## config.mk

```make
export PLATFORM = sky130hd
export DESIGN_NAME = rgb_to_hsv_converter_core
export DESIGN_NICKNAME = d
export VERILOG_FILES = /design/src/rtl/rhc_pkg.sv /design/src/rtl/rhc_front.sv /design/src/rtl/rhc_queue.sv /design/src/rtl/rhc_back.sv /design/src/rtl/rgb_to_hsv_converter_core.sv
export SDC_FILE = /design/constraint.sdc
export NUM_CORES = 2
export LEC_CHECK = 0
export BUFFER_PORTS_ARGS = -buffer_cell sky130_fd_sc_hd__clkbuf_2
export CORE_ASPECT_RATIO = 0.75
export CORE_MARGIN = 2
export CORE_UTILIZATION = 52
export CTS_BUF_LIST = sky130_fd_sc_hd__clkbuf_16
export CTS_CLUSTER_SIZE = 25
export DETAILED_ROUTE_END_ITERATION = 10
export PLACE_DENSITY = 0.77
export SYNTH_ARGS = -nofsm -noshare
export SYNTH_HDL_FRONTEND = slang
export SYNTH_SLANG_ARGS = --single-unit
```

## constraint.sdc

```tcl
create_clock -name clk_i -period 74.2 [get_ports clk_i]
set_clock_uncertainty 0.1 [all_clocks]
set_input_delay 7.42 -clock clk_i [delete_from_list [all_inputs] [get_ports clk_i]]
set_output_delay 7.42 -clock clk_i [all_outputs]
set_load 0.01 [all_outputs]
```

## src/rtl/rhc_pkg.sv

```systemverilog
`timescale 1ns / 1ps

package rhc_pkg;

  // fixed field widths
  localparam int CH_W    = 8;
  localparam int TOTAL_W = 17;
  localparam int HUE_W   = 15;
  localparam int SAT_W   = 9;

  // default fraction bits
  localparam int HUE_FRAC_BITS_DEF = 6;
  localparam int SAT_FRAC_BITS_DEF = 8;

  // sector arithmetic in degrees
  localparam int DEG_SECTOR = 60;
  localparam int DEG_FULL   = 360;

  // channel masks of the packed colour
  localparam logic [23:0] CH_MASK_G = 24'h00FF00;
  localparam logic [23:0] CH_MASK_B = 24'hFF0000;

  // classified item as it waits between front and back
  typedef struct packed {
    logic [TOTAL_W-1:0] total;    // hue numerator in whole degrees times delta
    logic [CH_W-1:0]    hue_div;  // delta, or 1 for grey and black
    logic [CH_W-1:0]    delta;    // max minus min
    logic [CH_W-1:0]    sat_div;  // max, or 1 for black
    logic [CH_W-1:0]    value;    // max channel
  } rhc_item_t;

endpackage

```

## src/rtl/rhc_front.sv

```systemverilog
`timescale 1ns / 1ps

module rhc_front (
  input  logic [23:0]       color_i,
  output rhc_pkg::rhc_item_t item_o
);

  logic [rhc_pkg::CH_W-1:0] red;
  logic [rhc_pkg::CH_W-1:0] green;
  logic [rhc_pkg::CH_W-1:0] blue;
  logic [rhc_pkg::CH_W-1:0] max_ch;
  logic [rhc_pkg::CH_W-1:0] min_ch;
  logic [rhc_pkg::CH_W-1:0] delta;
  logic signed [18:0]       diff_s;
  logic signed [18:0]       base_s;
  logic signed [18:0]       total_s;

  // unpack channels and find the extremes
  always_comb begin
    red    = color_i[7:0];
    green  = 8'((color_i & rhc_pkg::CH_MASK_G) >> 8);
    blue   = 8'((color_i & rhc_pkg::CH_MASK_B) >> 16);
    min_ch = red;
    max_ch = red;
    if (green < min_ch) min_ch = green;
    if (blue < min_ch) min_ch = blue;
    if (green > max_ch) max_ch = green;
    if (blue > max_ch) max_ch = blue;
    delta = max_ch - min_ch;
  end

  // pick the sector, red first, then green, then blue
  always_comb begin
    priority if (red == max_ch) begin
      base_s = '0;
      diff_s = $signed({11'd0, green}) - $signed({11'd0, blue});
    end else if (green == max_ch) begin
      base_s = $signed({11'd0, delta}) * $signed(19'(2 * rhc_pkg::DEG_SECTOR));
      diff_s = $signed({11'd0, blue}) - $signed({11'd0, red});
    end else begin
      base_s = $signed({11'd0, delta}) * $signed(19'(4 * rhc_pkg::DEG_SECTOR));
      diff_s = $signed({11'd0, red}) - $signed({11'd0, green});
    end
    total_s = base_s + $signed(19'(rhc_pkg::DEG_SECTOR)) * diff_s;
    // wrap negative hue into the full circle
    if (total_s < 0) begin
      total_s = total_s + $signed({11'd0, delta}) * $signed(19'(rhc_pkg::DEG_FULL));
    end
  end

  // grey and black divide zero by one so both quotients come out zero
  always_comb begin
    item_o.total   = (delta == '0) ? '0 : total_s[rhc_pkg::TOTAL_W-1:0];
    item_o.hue_div = (delta == '0) ? 8'd1 : delta;
    item_o.delta   = delta;
    item_o.sat_div = (max_ch == '0) ? 8'd1 : max_ch;
    item_o.value   = max_ch;
  end

endmodule

```

## src/rtl/rhc_queue.sv

```systemverilog
`timescale 1ns / 1ps

module rhc_queue (
  input  logic               clk_i,
  input  logic               rst_ni,
  input  logic               push_valid_i,
  output logic               push_ready_o,
  input  rhc_pkg::rhc_item_t push_item_i,
  output logic               pop_valid_o,
  input  logic               pop_ready_i,
  output rhc_pkg::rhc_item_t pop_item_o
);

  rhc_pkg::rhc_item_t entry_q [2];
  logic               wr_ptr_q;
  logic               wr_ptr_d;
  logic               rd_ptr_q;
  logic               rd_ptr_d;
  logic [1:0]         count_q;
  logic [1:0]         count_d;
  logic               push;
  logic               pop;

  assign push_ready_o = (count_q != 2'd2);
  assign pop_valid_o  = (count_q != 2'd0);
  assign push         = push_valid_i && push_ready_o;
  assign pop          = pop_valid_o && pop_ready_i;
  assign pop_item_o   = entry_q[rd_ptr_q];

  // pointer and fill count update
  always_comb begin
    wr_ptr_d = push ? ~wr_ptr_q : wr_ptr_q;
    rd_ptr_d = pop ? ~rd_ptr_q : rd_ptr_q;
    count_d  = count_q + 2'(push) - 2'(pop);
  end

  always_ff @(posedge clk_i or negedge rst_ni) begin
    if (!rst_ni) begin
      wr_ptr_q <= 1'b0;
      rd_ptr_q <= 1'b0;
      count_q  <= 2'd0;
    end else begin
      wr_ptr_q <= wr_ptr_d;
      rd_ptr_q <= rd_ptr_d;
      count_q  <= count_d;
    end
  end

  // entry storage
  always_ff @(posedge clk_i) begin
    if (push) begin
      entry_q[wr_ptr_q] <= push_item_i;
    end
  end

endmodule

```

## src/rtl/rhc_back.sv

```systemverilog
`timescale 1ns / 1ps

module rhc_back #(
  parameter int HUE_FRAC_BITS = rhc_pkg::HUE_FRAC_BITS_DEF,
  parameter int SAT_FRAC_BITS = rhc_pkg::SAT_FRAC_BITS_DEF
) (
  input  logic                      clk_i,
  input  logic                      rst_ni,
  input  logic                      item_valid_i,
  output logic                      item_ready_o,
  input  rhc_pkg::rhc_item_t        item_i,
  output logic                      out_valid_o,
  input  logic                      out_ready_i,
  output logic [rhc_pkg::HUE_W-1:0] hue_o,
  output logic [rhc_pkg::SAT_W-1:0] saturation_o,
  output logic [rhc_pkg::CH_W-1:0]  value_o
);

  localparam int HUE_NUM_W = rhc_pkg::TOTAL_W + HUE_FRAC_BITS;
  localparam int SAT_NUM_W = rhc_pkg::CH_W + SAT_FRAC_BITS;
  localparam int NUM_W     = (HUE_NUM_W > SAT_NUM_W) ? HUE_NUM_W : SAT_NUM_W;
  localparam int STAGES    = NUM_W;
  localparam int CW        = rhc_pkg::CH_W;

  // per stage: word holds the unconsumed numerator on top, quotient bits below
  logic             valid_q [STAGES];
  logic [NUM_W-1:0] hw_q    [STAGES];
  logic [NUM_W-1:0] hw_d    [STAGES];
  logic [CW-1:0]    hrem_q  [STAGES];
  logic [CW-1:0]    hrem_d  [STAGES];
  logic [CW-1:0]    hdiv_q  [STAGES];
  logic [NUM_W-1:0] sw_q    [STAGES];
  logic [NUM_W-1:0] sw_d    [STAGES];
  logic [CW-1:0]    srem_q  [STAGES];
  logic [CW-1:0]    srem_d  [STAGES];
  logic [CW-1:0]    sdiv_q  [STAGES];
  logic [CW-1:0]    val_q   [STAGES];
  logic             advance;

  // whole pipeline moves when the last stage is empty or being taken
  assign advance      = !valid_q[STAGES-1] || out_ready_i;
  assign item_ready_o = advance;

  // one restoring division step per stage on both lanes
  always_comb begin
    logic [NUM_W-1:0] hw_src;
    logic [NUM_W-1:0] sw_src;
    logic [CW-1:0]    hrem_src;
    logic [CW-1:0]    srem_src;
    logic [CW-1:0]    hdiv_src;
    logic [CW-1:0]    sdiv_src;
    logic [CW:0]      htrial;
    logic [CW:0]      strial;
    logic             hbit;
    logic             sbit;
    for (int s = 0; s < STAGES; s++) begin
      if (s == 0) begin
        hw_src   = NUM_W'(item_i.total) << HUE_FRAC_BITS;
        sw_src   = NUM_W'(item_i.delta) << SAT_FRAC_BITS;
        hrem_src = '0;
        srem_src = '0;
        hdiv_src = item_i.hue_div;
        sdiv_src = item_i.sat_div;
      end else begin
        hw_src   = hw_q[s-1];
        sw_src   = sw_q[s-1];
        hrem_src = hrem_q[s-1];
        srem_src = srem_q[s-1];
        hdiv_src = hdiv_q[s-1];
        sdiv_src = sdiv_q[s-1];
      end
      htrial = {hrem_src, hw_src[NUM_W-1]};
      strial = {srem_src, sw_src[NUM_W-1]};
      hbit   = (htrial >= {1'b0, hdiv_src});
      sbit   = (strial >= {1'b0, sdiv_src});
      hrem_d[s] = hbit ? CW'(htrial - {1'b0, hdiv_src}) : htrial[CW-1:0];
      srem_d[s] = sbit ? CW'(strial - {1'b0, sdiv_src}) : strial[CW-1:0];
      hw_d[s]   = {hw_src[NUM_W-2:0], hbit};
      sw_d[s]   = {sw_src[NUM_W-2:0], sbit};
    end
  end

  // stage valid bits
  always_ff @(posedge clk_i or negedge rst_ni) begin
    if (!rst_ni) begin
      for (int s = 0; s < STAGES; s++) valid_q[s] <= 1'b0;
    end else if (advance) begin
      valid_q[0] <= item_valid_i;
      for (int s = 1; s < STAGES; s++) valid_q[s] <= valid_q[s-1];
    end
  end

  // stage payload
  always_ff @(posedge clk_i) begin
    if (advance) begin
      for (int s = 0; s < STAGES; s++) begin
        hw_q[s]   <= hw_d[s];
        sw_q[s]   <= sw_d[s];
        hrem_q[s] <= hrem_d[s];
        srem_q[s] <= srem_d[s];
      end
      hdiv_q[0] <= item_i.hue_div;
      sdiv_q[0] <= item_i.sat_div;
      val_q[0]  <= item_i.value;
      for (int s = 1; s < STAGES; s++) begin
        hdiv_q[s] <= hdiv_q[s-1];
        sdiv_q[s] <= sdiv_q[s-1];
        val_q[s]  <= val_q[s-1];
      end
    end
  end

  // last stage is the output register
  assign out_valid_o  = valid_q[STAGES-1];
  assign hue_o        = hw_q[STAGES-1][rhc_pkg::HUE_W-1:0];
  assign saturation_o = sw_q[STAGES-1][rhc_pkg::SAT_W-1:0];
  assign value_o      = val_q[STAGES-1];

endmodule

```

## src/rtl/rgb_to_hsv_converter_core.sv

```systemverilog
// the front classifies combinationally, the queue registers the item and the divider pipeline
//   then yields one quotient bit per stage, its last stage being the output register
// throughput: one colour per cycle while the output side keeps taking results
// a two-entry queue parts the classifying front from the divider pipeline
// reset: asynchronous, active low; clears queue count and stage valid bits, no result pending
`timescale 1ns / 1ps

module rgb_to_hsv_converter_core #(
  parameter int HUE_FRAC_BITS = rhc_pkg::HUE_FRAC_BITS_DEF,
  parameter int SAT_FRAC_BITS = rhc_pkg::SAT_FRAC_BITS_DEF
) (
  input  logic                      clk_i,
  input  logic                      rst_ni,
  input  logic                      in_valid_i,
  output logic                      in_ready_o,
  input  logic [23:0]               color_i,
  output logic                      out_valid_o,
  input  logic                      out_ready_i,
  output logic [rhc_pkg::HUE_W-1:0] hue_o,
  output logic [rhc_pkg::SAT_W-1:0] saturation_o,
  output logic [rhc_pkg::CH_W-1:0]  value_o
);

  rhc_pkg::rhc_item_t front_item;
  rhc_pkg::rhc_item_t queue_item;
  logic               queue_valid;
  logic               back_ready;

  // unpack and classify the colour
  rhc_front u_front (
    .color_i (color_i),
    .item_o  (front_item)
  );

  // short queue between front and back
  rhc_queue u_queue (
    .clk_i        (clk_i),
    .rst_ni       (rst_ni),
    .push_valid_i (in_valid_i),
    .push_ready_o (in_ready_o),
    .push_item_i  (front_item),
    .pop_valid_o  (queue_valid),
    .pop_ready_i  (back_ready),
    .pop_item_o   (queue_item)
  );

  // divider pipeline and output register
  rhc_back #(
    .HUE_FRAC_BITS (HUE_FRAC_BITS),
    .SAT_FRAC_BITS (SAT_FRAC_BITS)
  ) u_back (
    .clk_i        (clk_i),
    .rst_ni       (rst_ni),
    .item_valid_i (queue_valid),
    .item_ready_o (back_ready),
    .item_i       (queue_item),
    .out_valid_o  (out_valid_o),
    .out_ready_i  (out_ready_i),
    .hue_o        (hue_o),
    .saturation_o (saturation_o),
    .value_o      (value_o)
  );

endmodule

```

==> metrics.txt <==
Worst-Skew Late Latency=around 0.77 ns; max-slew violation count=0; Worst-Margin Slew=around 1.2 ns; leading area contributor after synthesis=edfxtp_1; Hold Path Cell Cnt=0; clock buffer depth=3; CTS Hold Buffers Added=0; most common cell after layout, fill and taps aside=edfxtp_1; vias in the first global route=37135; cts repair resizes=0; Worst R2R Path Depth=7; CTS tree=done; Initial DRT Pass Iterations=7; met2 WL=about 52000 um; Core Area=~130000 sq um; final hold violations=0; initial antenna violation count=2; Die Footprint=between 100000 and 150000 sq um; commonest non-fill, non-tap cells in the layout=1336 x edfxtp_1, 658 x inv_1, 492 x ha_1, 427 x o21ai_0, 311 x nor2_1; unrepaired setup endpoints after global routing=no; Post-synth EDFFs=1336; Setup Viol. Count Final=0; gpl congestion=0.889; Synth top area share=60.9%; CP Class=input port to register; Post-DRT Antenna Nets=0; Max Used Layer=met5; top cells by area, synth=edfxtp_1 61%, ha_1 9.4%, inv_1 3.6%, o21ai_0 3.2%, fa_1 2.4%; CP Capture Type=register; DR iter-0 viols=approximately 2700; met1 WL=54400 um; crit path time final=19.42 ns; Max-Cap Viols=0; Syn Std Cell Area=approximately 66000 sq um; total CTS buffers=133; pin count of the biggest net entering global routing=180; met3 wire length=5220 um; DRC viols=0; H-tree Lvls=4; share of cells above drive strength 1=6.83%; Crit path top cell by count=ha_1; worst min path class=register to register; Post-DP HPWL=roughly 80000 um; Seq/Total Area, Yosys=62.0%; layout net count=~5800; CTS root buf=clkbuf_16; crit path max-delay cell type=a311oi_4; total clock sinks=1363; I/O pin cnt=62; Yosys warnings=0; die extent in y=312 um; drt total wl=roughly 110000 um; Congestion Overflow GR=0; Vias/cell=5.39; # diodes=0; Die W=~410 um; synthesized flop and latch total=roughly 1400; period utilization=26.2%; outcome=finished, final reports clean; Starting Density=52.2%; GRT Overall Usage=between 10% and 20%; post-synth cell types=86; Setup TNS=0 ns; CP max FO=23; Post-Syn Instances=5052; Max Clk Rate=51.5 MHz; Post-synth top flop=edfxtp_1; CTS clk-pin slew, worst paths=roughly 0.060 ns; Buffers on Ports=slightly above 60; overall via count from detail_route=37478; Async SR Flop Fraction=between 1.5 and 2%; Arrival @ worst endpoint=19.76 ns; first-pass GRT wire length=188000 um; Wirelength per Cell=16.4 um; element type at the critical path start=input port; max incr delay on CP=0.91 ns; Worst Path Required=74.54 ns; Max-Slew Margin vs Limit=a little under a quarter; row cnt=113; Area Overhead vs Synth=9.72%; post-CTS setup buffer count=0; Post-Synthesis Mean Instance Area=13.0 sq um
==> synth_stat cells, types with 11 or more instances <==
library cell / n
edfxtp_1: 1336
inv_1: 631
ha_1: 492
o21ai_0: 427
nor2_1: 312
nand2_1: 304
a21oi_1: 135
nand2b_1: 119
xnor2_1: 114
a21o_1: 109
xor2_1: 105
nor2b_1: 96
and2_1: 87
o31ai_1: 85
fa_1: 79
nand4_1: 74
clkbuf_1: 69
mux2_2: 66
mux2i_1: 53
nand3_1: 40
a21boi_0: 30
dfrtp_1: 27
or4_1: 27
a311oi_1: 22
o211a_1: 22
o21bai_1: 21
nor3_1: 19
a31oi_1: 11
==> cells by family after synthesis <==
logic type / synth area share, %
compound gates: 8.99
xor+xnor: 2.91
fa+ha+maj: 11.8
buf+inv: 4.15
flops: 62.0
mux: 1.93
other cells: 0.00570
simple gates: 8.25
==> critical path, delay by kind of cell <==
kind                     cells  cell delay (ns)
AO/OA/AOI/OAI               20             6.05
adder cells (fa/ha/maj)      7             2.63
buffers and inverters        4             0.46
AND/OR/NAND/NOR              9             2.86
multiplexers                 1             0.29
==> final timing paths <==
kind / to / from / slack (ns)
max: u_queue.entry_q[1][41] / color_i[14] / 54.78
min: u_back.hw_q[3][71] / u_back.hw_q[3][47] / 0.30
max reg2reg: u_back.sdiv_q[4][8] / u_back.out_valid_o / 67.68
min reg2reg: u_back.hw_q[3][71] / u_back.hw_q[3][47] / 0.30
max in group asynchronous: u_queue.rd_ptr_q / rst_ni / 66.96
min in group asynchronous: u_back.valid_q[5] / rst_ni / 6.58
==> routing by layer <==
metal / GRT usage (%) / vias up
met1: 25.2 / 18169
met4: 5.20 / 4
met3: 3.02 / 162
met2: 28.2 / 701
met5: 0 / -
li1: - / 18442
==> sequential cells by signal, indices dropped and copies added (netlist names) <==
| name | flops |
|---|---|
| u_back.valid_q | 22 |
| u_back.out_valid_o | 1 |
| u_back.val_q | 184 |
| u_back.sw_q | 129 |
| u_queue.entry_q | 94 |
| u_back.hrem_q | 176 |
| u_queue.rd_ptr_q | 1 |
| u_queue.wr_ptr_q | 1 |
| u_back.hw_q | 225 |
| u_queue.count_q | 2 |
| u_back.sdiv_q | 176 |
| u_back.hdiv_q | 176 |
| u_back.srem_q | 176 |
==> final cells by class <==
cell class,instances,area (sq um)
multi-input combinational,2976,22300
clock inverter,97,752
sequential,1363,40800
timing repair buffer,86,505
inverter,632,2370
tap,1667,2090
fill,9860,53900
clock buffer,135,3380
==> through the flow <==
step	setup WS, ns	hold slack [ns]	cell area (sq um)	util [%]	std cells
after global placement	54.60	0.300	68100	54.0	6724
after detailed placement	54.42	0.305	68100	54.0	6724
final	54.78	0.303	72200	57.3	6956
after global routing	54.00	0.300	72200	57.3	6956
after floorplan	28.32	0.300	65800	-	5054
after CTS	55.14	0.297	72200	57.3	6956
Power is left out: the tool's default activity adds up to more than one toggle a clock period on the data nets, which glitch-free logic cannot reach.
